$ cat src/sv/eae_mul_div_shift_unit_defines.svh
// Assertion macros for the arithmetic element.
`ifndef EAE_MUL_DIV_SHIFT_UNIT_DEFINES_SVH
`define EAE_MUL_DIV_SHIFT_UNIT_DEFINES_SVH
`ifndef SYNTHESIS
`define EAE_ASSERT_IMP(label, clk, rst_n, a, c) \
  label: assert property (@(posedge clk) disable iff (!rst_n) (a) |-> (c)) \
    else $error("assertion failed");
`define EAE_ASSERT_NXT(label, clk, rst_n, a, c) \
  label: assert property (@(posedge clk) disable iff (!rst_n) (a) |=> (c)) \
    else $error("assertion failed");
`else
`define EAE_ASSERT_IMP(label, clk, rst_n, a, c)
`define EAE_ASSERT_NXT(label, clk, rst_n, a, c)
`endif
`endif

$ cat src/sv/eae_pkg.sv
// Shared types and constants for the arithmetic element.
package eae_pkg;
  typedef enum logic [2:0] {
    MODE_DIV = 3'd0, MODE_AC = 3'd1, MODE_MQ = 3'd2, MODE_MUL = 3'd3,
    MODE_SCSR = 3'd4, MODE_NOR = 3'd5, MODE_LSH = 3'd6, MODE_ASH = 3'd7
  } mode_t;

  typedef enum logic [1:0] {
    KIND_WORD = 2'd0, KIND_LOW = 2'd1, KIND_HIGH = 2'd2
  } kind_t;

  typedef enum logic [2:0] {
    ST_IDLE, ST_EXEC, ST_DIV, ST_NOR, ST_DONE
  } state_t;

  // Controller to datapath.
  typedef struct packed {
    logic load;     // capture input item
    logic exec;     // whole non-iterative operation / start of iterative one
    logic div_step;
    logic nor_step;
    logic finish;   // refresh flags, apply failed-divide sign flip, build output
  } cmd_t;

  // Datapath to controller.
  typedef struct packed {
    logic is_div;
    logic is_nor;
    logic div_last;
    logic nor_stop;
  } sts_t;

  localparam logic [7:0] FL_C = 8'h01, FL_NXV = 8'h02, FL_N = 8'h40;
  localparam logic [7:0] FL_Z = 8'h04, FL_MQZ = 8'h08, FL_ACZ = 8'h10;
  localparam logic [7:0] FL_ACM1 = 8'h20, FL_SXT = 8'h80;
  // flags rebuilt from AC and MQ after every write
  localparam logic [7:0] FL_DYN = FL_Z | FL_MQZ | FL_ACZ | FL_ACM1 | FL_SXT;
endpackage

$ cat src/sv/eae_ctrl.sv
// Sequencing controller for the arithmetic element.
module eae_ctrl (
  input  logic          clk,
  input  logic          rst_n,
  input  logic          in_valid,
  output logic          in_ready,
  output logic          out_valid,
  input  logic          out_ready,
  input  eae_pkg::sts_t sts,
  output eae_pkg::cmd_t cmd
);
  import eae_pkg::*;

  state_t state_r, state_nxt;

  always_ff @(posedge clk) begin
    if (!rst_n) state_r <= ST_IDLE;
    else state_r <= state_nxt;
  end

  always_comb begin
    state_nxt = state_r;
    case (state_r)
      ST_IDLE: if (in_valid) state_nxt = ST_EXEC;
      ST_EXEC: begin
        if (sts.is_div) state_nxt = ST_DIV;
        else if (sts.is_nor) state_nxt = ST_NOR;
        else state_nxt = ST_DONE;
      end
      ST_DIV: if (sts.div_last) state_nxt = ST_DONE;
      ST_NOR: if (sts.nor_stop) state_nxt = ST_DONE;
      ST_DONE: state_nxt = ST_IDLE;
      default: state_nxt = ST_IDLE;
    endcase
    if (out_valid && !out_ready && state_r == ST_DONE) state_nxt = ST_DONE;
  end

  logic out_valid_r;
  always_ff @(posedge clk) begin
    if (!rst_n) out_valid_r <= 1'b0;
    else if (state_r == ST_DONE && !(out_valid_r && !out_ready)) out_valid_r <= 1'b1;
    else if (out_ready) out_valid_r <= 1'b0;
  end
  assign out_valid = out_valid_r;

  always_comb begin
    cmd = '0;
    in_ready = 1'b0;
    case (state_r)
      ST_IDLE: begin
        in_ready = 1'b1;
        cmd.load = in_valid;
      end
      ST_EXEC: cmd.exec = 1'b1;
      ST_DIV: cmd.div_step = 1'b1;
      ST_NOR: cmd.nor_step = !sts.nor_stop;
      ST_DONE: cmd.finish = !(out_valid_r && !out_ready);
      default: cmd = '0;
    endcase
  end
endmodule

$ cat src/sv/eae_dp.sv
// Datapath: registers, multiply, shifts, restoring divide, normalize.
module eae_dp (
  input  logic                 clk,
  input  logic                 rst_n,
  input  eae_pkg::cmd_t        cmd,
  output eae_pkg::sts_t        sts,
  input  logic [2:0]           in_mode,
  input  logic                 in_is_write,
  input  logic [1:0]           in_access_kind,
  input  logic [15:0]          in_write_data,
  output logic [15:0]          out_read_data,
  output logic [15:0]          out_acc_value,
  output logic [15:0]          out_mq_value,
  output logic [15:0]          out_status_word
);
  import eae_pkg::*;

  logic [15:0] ac_r, mq_r;
  logic [7:0]  sr_r, sc_r;
  logic [2:0]  mode_r;
  logic        wr_r;
  logic [1:0]  kind_r;
  logic [15:0] data_r;
  // divide: unsigned restoring on magnitudes
  logic [31:0] rem_r;      // partial remainder: high, remaining dividend bits: low
  logic [15:0] dq_r;
  logic [4:0]  dcnt_r;
  logic        qneg_r, rneg_r, dfail_r;
  logic [15:0] absr_r;
  logic [15:0] rd_r, oac_r, omq_r, osw_r;

  // Data as written, after low byte sign extension.
  logic [15:0] wdata;
  assign wdata = (in_access_kind == KIND_LOW && in_write_data[7]) ?
                 (in_write_data | 16'hFF00) : in_write_data;

  // Signed operands for the execute cycle.
  logic [31:0] dvd, absd;
  logic [15:0] absr;
  logic        dneg;
  assign dvd  = {ac_r, mq_r};
  assign absd = dvd[31] ? (32'd0 - dvd) : dvd;
  assign dneg = data_r[15];
  assign absr = dneg ? (16'd0 - data_r) : data_r;

  logic signed [31:0] prod;
  assign prod = $signed(data_r) * $signed(mq_r);

  // Shift unit.
  logic [5:0]  cnt;
  logic [31:0] sv_out;
  logic [7:0]  sh_fl;
  always_comb begin
    logic [63:0] ext, sl;
    logic [31:0] v, ov;
    logic        neg, ar;
    v = dvd; neg = ac_r[15]; ar = (mode_r == MODE_ASH);
    cnt = data_r[5:0];
    sh_fl = '0; sv_out = v; ext = '0; sl = '0; ov = '0;
    if (cnt != 6'd0) begin
      if (!cnt[5]) begin
        ext = {{32{v[31]}}, v};
        sl = ext << cnt;
        if (ar) begin
          sv_out = {v[31], sl[30:0]};
          ov = sl[62:31];
          if (neg) ov = ov | (32'hFFFFFFFF << cnt);
        end else begin
          sv_out = sl[31:0];
          ov = sl[63:32];
        end
        if (ov != {32{sv_out[31]}}) sh_fl = sh_fl | FL_NXV;
        if (ov[0]) sh_fl = sh_fl | FL_C;
      end else begin
        // right shift by 64-cnt, cnt in 32..63; last bit out is v[63-cnt]
        ext = {((ar && neg) ? 32'hFFFFFFFF : 32'd0), v};
        sl = ext >> (7'd64 - {1'b0, cnt});
        if (v[~cnt[4:0]]) sh_fl = FL_C;
        sv_out = sl[31:0];
      end
    end
  end

  // Normalize stop test.
  logic nstop;
  assign nstop = (ac_r == 16'hC000 && mq_r == 16'd0) || (ac_r[15] ^ ac_r[14]) ||
                 (sc_r == 8'd31);

  // Divide step.
  logic [16:0] trial;
  assign trial = {1'b0, rem_r[30:15]} - {1'b0, absr_r};

  logic dfail_nxt;
  assign dfail_nxt = (absd[31:16] >= absr);

  assign sts.is_div   = wr_r && mode_r == MODE_DIV && !dfail_nxt;
  assign sts.is_nor   = wr_r && mode_r == MODE_NOR;
  assign sts.div_last = (dcnt_r == 5'd15);
  assign sts.nor_stop = nstop;

  always_ff @(posedge clk) begin
    if (!rst_n) begin
      ac_r <= '0; mq_r <= '0; sr_r <= '0; sc_r <= '0;
    end else begin
      if (cmd.exec && wr_r) begin
        case (mode_r)
          MODE_DIV: begin
            dfail_r <= dfail_nxt;
            qneg_r <= dvd[31] ^ dneg;
            rneg_r <= dvd[31];
            absr_r <= absr;
            rem_r <= absd;
            dq_r <= '0;
            dcnt_r <= '0;
            if (dfail_nxt) begin
              logic match;
              logic [15:0] a;
              match = ~(ac_r[15] ^ data_r[15]);
              a = {ac_r[14:0], mq_r[15]};
              a = match ? (a - data_r) : (a + data_r);
              ac_r <= a;
              mq_r <= {mq_r[14:0], match};
              sc_r <= 8'd15;
              sr_r <= FL_NXV | ((a[15] ^ data_r[15]) ? 8'd0 : FL_C);
            end
          end
          MODE_AC: ac_r <= data_r;
          MODE_MQ: begin
            mq_r <= data_r;
            ac_r <= {16{data_r[15]}};
          end
          MODE_MUL: begin
            sc_r <= '0;
            ac_r <= prod[31:16];
            mq_r <= prod[15:0];
            sr_r <= prod[31] ? (FL_N | FL_NXV) : 8'd0;
          end
          MODE_SCSR: if (kind_r != KIND_LOW && kind_r != KIND_HIGH) begin
            sr_r <= data_r[15:8] & (FL_N | FL_NXV | FL_C);
            sc_r <= data_r[7:0];
          end
          MODE_NOR: sc_r <= '0;
          default: begin
            sc_r <= '0;
            ac_r <= sv_out[31:16];
            mq_r <= sv_out[15:0];
            sr_r <= sh_fl ^ (sv_out[31] ? (FL_N | FL_NXV) : 8'd0);
          end
        endcase
      end
      if (cmd.div_step) begin
        // one quotient bit a cycle; rem_r[31:16] partial remainder
        dcnt_r <= dcnt_r + 5'd1;
        if (!trial[16]) begin
          rem_r <= {trial[15:0], rem_r[14:0], 1'b0};
          dq_r <= {dq_r[14:0], 1'b1};
        end else begin
          rem_r <= {rem_r[30:0], 1'b0};
          dq_r <= {dq_r[14:0], 1'b0};
        end
        if (sts.div_last) begin
          logic [15:0] q, r;
          logic [15:0] qq;
          qq = !trial[16] ? {dq_r[14:0], 1'b1} : {dq_r[14:0], 1'b0};
          r  = !trial[16] ? trial[15:0] : rem_r[30:15];
          q  = qneg_r ? (16'd0 - qq) : qq;
          mq_r <= q;
          ac_r <= rneg_r ? (16'd0 - r) : r;
          sc_r <= '0;
          // overflow when the magnitude does not fit the signed range
          sr_r <= (((!qneg_r && qq[15]) || (qneg_r && qq > 16'h8000)) ? FL_NXV : 8'd0)
                  ^ (q[15] ? (FL_N | FL_NXV) : 8'd0);
        end
      end
      if (cmd.nor_step) begin
        ac_r <= {ac_r[14:0], mq_r[15]};
        mq_r <= {mq_r[14:0], 1'b0};
        sc_r <= sc_r + 8'd1;
      end
      if (cmd.finish && wr_r) begin
        logic [7:0] f;
        f = sr_r & ~FL_DYN;
        if (mode_r == MODE_NOR) f = ac_r[15] ? (FL_N | FL_NXV) : 8'd0;
        if (mode_r == MODE_DIV && dfail_r) f = f ^ (mq_r[15] ? (FL_N | FL_NXV) : 8'd0);
        if (mq_r == 16'd0) f = f | FL_MQZ;
        if (ac_r == 16'd0) begin
          f = f | FL_ACZ;
          if (!mq_r[15]) f = f | FL_SXT;
          if (mq_r == 16'd0) f = f | FL_Z;
        end
        if (ac_r == 16'hFFFF) begin
          f = f | FL_ACM1;
          if (mq_r[15]) f = f | FL_SXT;
        end
        sr_r <= f;
      end
    end
  end

  // Failure-path flags computed at exec ignore the MQ sign flip, applied at finish.
  always_ff @(posedge clk) begin
    if (cmd.load) begin
      mode_r <= in_mode; wr_r <= in_is_write; kind_r <= in_access_kind; data_r <= wdata;
    end
    if (cmd.finish) begin
      logic [7:0] fo;
      fo = sr_r;
      oac_r <= ac_r; omq_r <= mq_r;
      rd_r <= '0;
      if (wr_r) begin
        fo = sr_r & ~FL_DYN;
        if (mode_r == MODE_NOR) fo = ac_r[15] ? (FL_N | FL_NXV) : 8'd0;
        if (mode_r == MODE_DIV && dfail_r) fo = fo ^ (mq_r[15] ? (FL_N | FL_NXV) : 8'd0);
        if (mq_r == 16'd0) fo = fo | FL_MQZ;
        if (ac_r == 16'd0) begin
          fo = fo | FL_ACZ;
          if (!mq_r[15]) fo = fo | FL_SXT;
          if (mq_r == 16'd0) fo = fo | FL_Z;
        end
        if (ac_r == 16'hFFFF) begin
          fo = fo | FL_ACM1;
          if (mq_r[15]) fo = fo | FL_SXT;
        end
      end else begin
        case (mode_r)
          MODE_AC:   rd_r <= ac_r;
          MODE_MQ:   rd_r <= mq_r;
          MODE_SCSR: rd_r <= {sr_r, sc_r};
          MODE_NOR:  rd_r <= {8'd0, sc_r};
          default:   rd_r <= '0;
        endcase
      end
      osw_r <= {fo, sc_r};
    end
  end

  assign out_read_data   = rd_r;
  assign out_acc_value   = oac_r;
  assign out_mq_value    = omq_r;
  assign out_status_word = osw_r;
endmodule

$ cat src/sv/eae_mul_div_shift_unit.sv
// Top level of the arithmetic element.
// One register access per transfer, one access in flight at a time. For a read,
// an AC, MQ or SC/SR load, MUL, LSH, ASH and a DIV that fails its range check,
// out_valid rises after the input transfer, by way of the EXEC and DONE states,
// and in_ready returns in the same cycle. Any other DIV write adds the divide
// loop, one quotient bit per cycle. A NOR write adds the normalize loop, one
// shift per cycle until the stop test holds or SC reaches 31. A result waits in
// the output register while the receiver holds off; the next access may run
// meanwhile but stalls at completion until that result is taken.
module eae_mul_div_shift_unit (
  input  logic        clk,
  input  logic        rst_n,
  input  logic        in_valid,
  output logic        in_ready,
  input  logic [2:0]  in_mode,
  input  logic        in_is_write,
  input  logic [1:0]  in_access_kind,
  input  logic [15:0] in_write_data,
  output logic        out_valid,
  input  logic        out_ready,
  output logic [15:0] out_read_data,
  output logic [15:0] out_acc_value,
  output logic [15:0] out_mq_value,
  output logic [15:0] out_status_word
);
  `include "eae_mul_div_shift_unit_defines.svh"
  import eae_pkg::*;

  cmd_t cmd;
  sts_t sts;

  eae_ctrl u_ctrl (
    .clk, .rst_n, .in_valid, .in_ready, .out_valid, .out_ready, .sts, .cmd
  );

  eae_dp u_dp (
    .clk, .rst_n, .cmd, .sts, .in_mode, .in_is_write, .in_access_kind, .in_write_data,
    .out_read_data, .out_acc_value, .out_mq_value, .out_status_word
  );

  `EAE_ASSERT_NXT(a_out_hold, clk, rst_n, out_valid && !out_ready, out_valid && $stable(out_acc_value) && $stable(out_mq_value))
  `EAE_ASSERT_IMP(a_one_cmd, clk, rst_n, 1'b1, $onehot0(cmd))
  `EAE_ASSERT_NXT(a_load_exec, clk, rst_n, cmd.load, cmd.exec)
endmodule

$ cat config.mk
export PLATFORM = sky130hd
export DESIGN_NAME = eae_mul_div_shift_unit
export DESIGN_NICKNAME = d
export VERILOG_FILES = /design/src/sv/eae_pkg.sv /design/src/sv/eae_ctrl.sv /design/src/sv/eae_dp.sv /design/src/sv/eae_mul_div_shift_unit.sv
export VERILOG_INCLUDE_DIRS = /design/src /design/src/sv
export SDC_FILE = /design/constraint.sdc
export NUM_CORES = 2
export LEC_CHECK = 0
export ABC_AREA = 0
export CAP_MARGIN = 20
export CORE_MARGIN = 2
export CORE_UTILIZATION = 59
export CTS_BUF_LIST = sky130_fd_sc_hd__clkbuf_8 sky130_fd_sc_hd__clkbuf_16
export CTS_CLUSTER_DIAMETER = 120
export DETAILED_ROUTE_END_ITERATION = 6
export DONT_BUFFER_PORTS = 1
export PLACE_DENSITY = 0.75
export REMOVE_ABC_BUFFERS = 1
export SLEW_MARGIN = 15
export SYNTH_ARGS = -nofsm -noshare
export SYNTH_HDL_FRONTEND = slang
export SYNTH_SLANG_ARGS = --single-unit
$ cat constraint.sdc
create_clock -name clk -period 12.3 [get_ports clk]
set_clock_uncertainty 0.05 [all_clocks]
set_input_delay 0.615 -clock clk [delete_from_list [all_inputs] [get_ports clk]]
set_output_delay 0.615 -clock clk [all_outputs]
set_load 0.02 [all_outputs]
==> impl_metrics.tcl <==
set metrics [dict create \
    crit_start "u_dp.data_r[1]" \
    setup_tns_ps 0 \
    vias 31100 \
    clock_path_buffers 3 \
    gp_congestion 1.10 \
    ys_seq_area_frac 0.183 \
    ir_worst_vdd_uv 164 \
    synth_ff_type "edfxtp_1" \
    critPathBufInv 5 \
    whs_ps 108 \
    hp-start "in_write_data[7]" \
    worst_ep_required_time_ps 12690 \
    grt_util_all_layers 0.482 \
    antenna_found_initial 9 \
    crit_chain "buf_4, buf_4, nand2_1, fa_1, inv_1, ha_1, inv_1, fa_1, fa_1, inv_1, fa_1, fa_1, ha_1, a21o_1, a21oi_1, o21ai_0, a221oi_1, o221a_2, o21ai_0, o41a_1, a21oi_1, or4b_2, nand3_1, a32o_1" \
    drtPass1Iterations 7 \
    power.density_nw_per_um2 191 \
    crit_fanout 56 \
    fp-row-count 84 \
    finalNonFillerCells 4225 \
    critPathLaunchType "register" \
    cts_hold_buf 0 \
    die_area_um2 54800 \
    crit_arrival_ps 8250 \
    rsz0062_at_grt "false" \
    overflow 0 \
    reg2reg_to "u_dp.ac_r[14]" \
    postRouteAntennaNets 0 \
    insertion_delay_ps 550 \
    hold_viol 0 \
    fmax_mhz 127 \
    reg2reg_from "u_dp.data_r[1]" \
    ys_ff_latch 208 \
    io_buffers 0 \
    cts_resized 0 \
    routed_wirelength_mm 133 \
    nNetsFinal 3949 \
    numCtsBuffers 22 \
    synth_largest_area_cell "fa_1" \
    h-tree-depth 1 \
    timing.critical_path.max_delay_family "adder cells" \
    max_cap_viol_count 0 \
    synth.distinct_cells 96 \
    synth.most_common_cell "nand2_1" \
    yosysTopAreaCellShare 0.169 \
    yosysWarnings 0 \
    syn_to_final_growth_pct 3.60 \
    netlist_area_um2 31200 \
    synth.area.top_cells "fa_1, edfxtp_1, ha_1" \
    grt_pass1_wl_mm 194 \
    slowest_stage "buf_4" \
    grt_max_degree 117 \
    violations "design-rule violations" \
    drive_gt1_frac 0.0748 \
    tightestPinTransition_ps 1270 \
    holdCritPathClass "in -> reg" \
    outcome "complete, but fails checks" \
    rrSetupSlack_ps 4450 \
    crit_top_cell "fa_1" \
    avgSynthCellArea_um2 8.42 \
    cpPeakStageDelay_ps 720 \
    cp-end-kind "register" \
    clk_pin_slew_worst_paths_ps 70 \
    placed_cells 4181 \
    period_needed_ps 7850 \
    pin_count 92 \
    setup-violations-final 0 \
    synth_common_cells "nand2_1, inv_1, fa_1" \
    cts_setup_buffers 0 \
    dieHeight_um 234 \
    synth_edf_count 156 \
    ys_async_sr_fraction 0 \
    avgViaCountPerCell 7.35 \
    drcViolationCount 4 \
    dp_hpwl_mm 92.9 \
    synth_cells 3708 \
    avgRoutedWirePerCell_um 31.4 \
    grt_pass1_vias 30300 \
    core-area_um2 52400 \
    fin_crit_sh 0.639 \
    relSlewSlack 0.142 \
    cts_root_buf "clkbuf_16" \
    cts_sinks 208 \
    power.static_leakage_nw 13.4 \
    crit_type "reg -> reg" \
    initial_core_util 0.596 \
    cts_tree "built" \
    drv_slew 0 \
    min_path_cells 0 \
    first_iter_violations 4795 \
    ff2ff_path_depth 24 \
    die_x_um 234 \
    min_to "u_dp.data_r[7]" \
]
[sequential cells by signal, indices dropped and copies added (netlist names)]
signal / flops
u_dp.data_r: 16
u_dp.out_mq_value: 16
u_ctrl.out_valid: 1
u_dp.dcnt_r: 5
u_dp.kind_r: 2
u_dp.mode_r: 3
u_dp.sc_r: 8
u_dp.rneg_r: 1
u_dp.out_acc_value: 16
u_dp.dq_r: 15
u_dp.dfail_r: 1
u_dp.out_status_word: 16
u_dp.rem_r: 31
u_dp.sr_r: 8
u_dp.qneg_r: 1
u_dp.out_read_data: 16
u_dp.ac_r: 16
u_dp.mq_r: 16
u_ctrl.state_r: 3
u_dp.absr_r: 16
u_dp.wr_r: 1
[layout by cell type, fill, tap and decap left out, drive strengths merged, types with 15 or more instances in the layout]
master | netlist | layout
a22oi | 34 | 34
fa | 264 | 264
nor3 | 70 | 70
nand2 | 374 | 374
nor2 | 241 | 241
xnor2 | 102 | 102
ha | 142 | 142
nor4 | 18 | 18
nor2b | 39 | 39
mux4 | 63 | 63
edfxtp | 156 | 156
o31ai | 36 | 36
a221oi | 28 | 28
or3 | 23 | 23
mux2 | 33 | 33
and2 | 154 | 154
clkbuf | 233 | 23
o22ai | 38 | 38
mux2i | 88 | 88
a211oi | 39 | 39
nand4 | 26 | 26
dfxtp | 52 | 52
a21oi | 248 | 248
and3 | 21 | 21
nand3 | 59 | 59
buf | 78 | 96
inv | 367 | 374
o2111ai | 15 | 15
o21a | 17 | 17
o221ai | 25 | 25
a21o | 36 | 36
o211ai | 42 | 42
nand2b | 42 | 42
o21ai | 189 | 189
a31oi | 43 | 43
xor2 | 45 | 45
[routing by layer]
| layer | GRT usage | vias to the layer above | share of wire |
|---|---|---|---|
| li1 | - | 12700 | - |
| met3 | 0.187 | 742 | 0.15 |
| met2 | 0.696 | 2665 | 0.42 |
| met1 | 0.608 | 14900 | 0.35 |
| met4 | 0.292 | 8 | 0.076 |
| met5 | 0 | - | 0.00037 |
[power by group]
part | switching, mW | internal [mW]
Sequential | 0.160 | 0.922
Combinational | 3.02 | 1.43
Clock | 0.302 | 0.363
Total | 3.48 | 2.71
[per-stage QoR]
step	area, um^2	utilization	worst slack [ps]	total power, mW
after floorplan	29900	-	2250	3.83
after global placement	31600	0.603	4710	5.21
after detailed placement	31700	0.603	4540	5.29
after CTS	32300	0.617	4520	5.95
after global routing	32300	0.617	4060	6.46
final	32400	0.617	4450	6.19
[cells by family (layout without fill, tap and decap cells)]
logic type               count (synthesis)  after routing  share of synthesized area
flip-flops                             208            208                      0.183
buffers and inverters                  683            506                     0.0860
AO/OA/AOI/OAI                          961            961                      0.205
other                                    0              6                          0
XOR/XNOR                               148            148                     0.0419
AND/OR/NAND/NOR                       1118           1118                      0.172
multiplexers                           184            184                     0.0858
adder cells (fa/ha/maj)                406            406                      0.226
[worst max path at each step]
stage | to | slack [ps] | depth (start not counted)
after floorplan | u_dp.ac_r[14] | 2250 | 24
after global placement | u_dp.ac_r[14] | 4710 | 24
after detailed placement | u_dp.ac_r[14] | 4540 | 24
after CTS | u_dp.ac_r[14] | 4520 | 24
after global routing | u_dp.ac_r[4] | 4060 | 24
final | u_dp.ac_r[14] | 4450 | 24
[layout make-up]
type	count	area, um^2
Multi-Input combinational cell	2817	22900
Inverter	372	1400
Antenna cell	6	15.0
Timing Repair Buffer	96	781
Fill cell	4457	20100
Sequential cell	208	5730
Tap cell	688	861
Clock inverter	15	121
Clock buffer	23	576
[worst register-to-register path: cells and delay by family (launching register included)]
family	cells	cell delay (ps)
AO/OA/AOI/OAI	9	2410
AND/OR/NAND/NOR	3	480
flip-flops	1	370
adder cells (fa/ha/maj)	7	2870
buffers and inverters	5	1590
(Power assumes the default switching activity.)
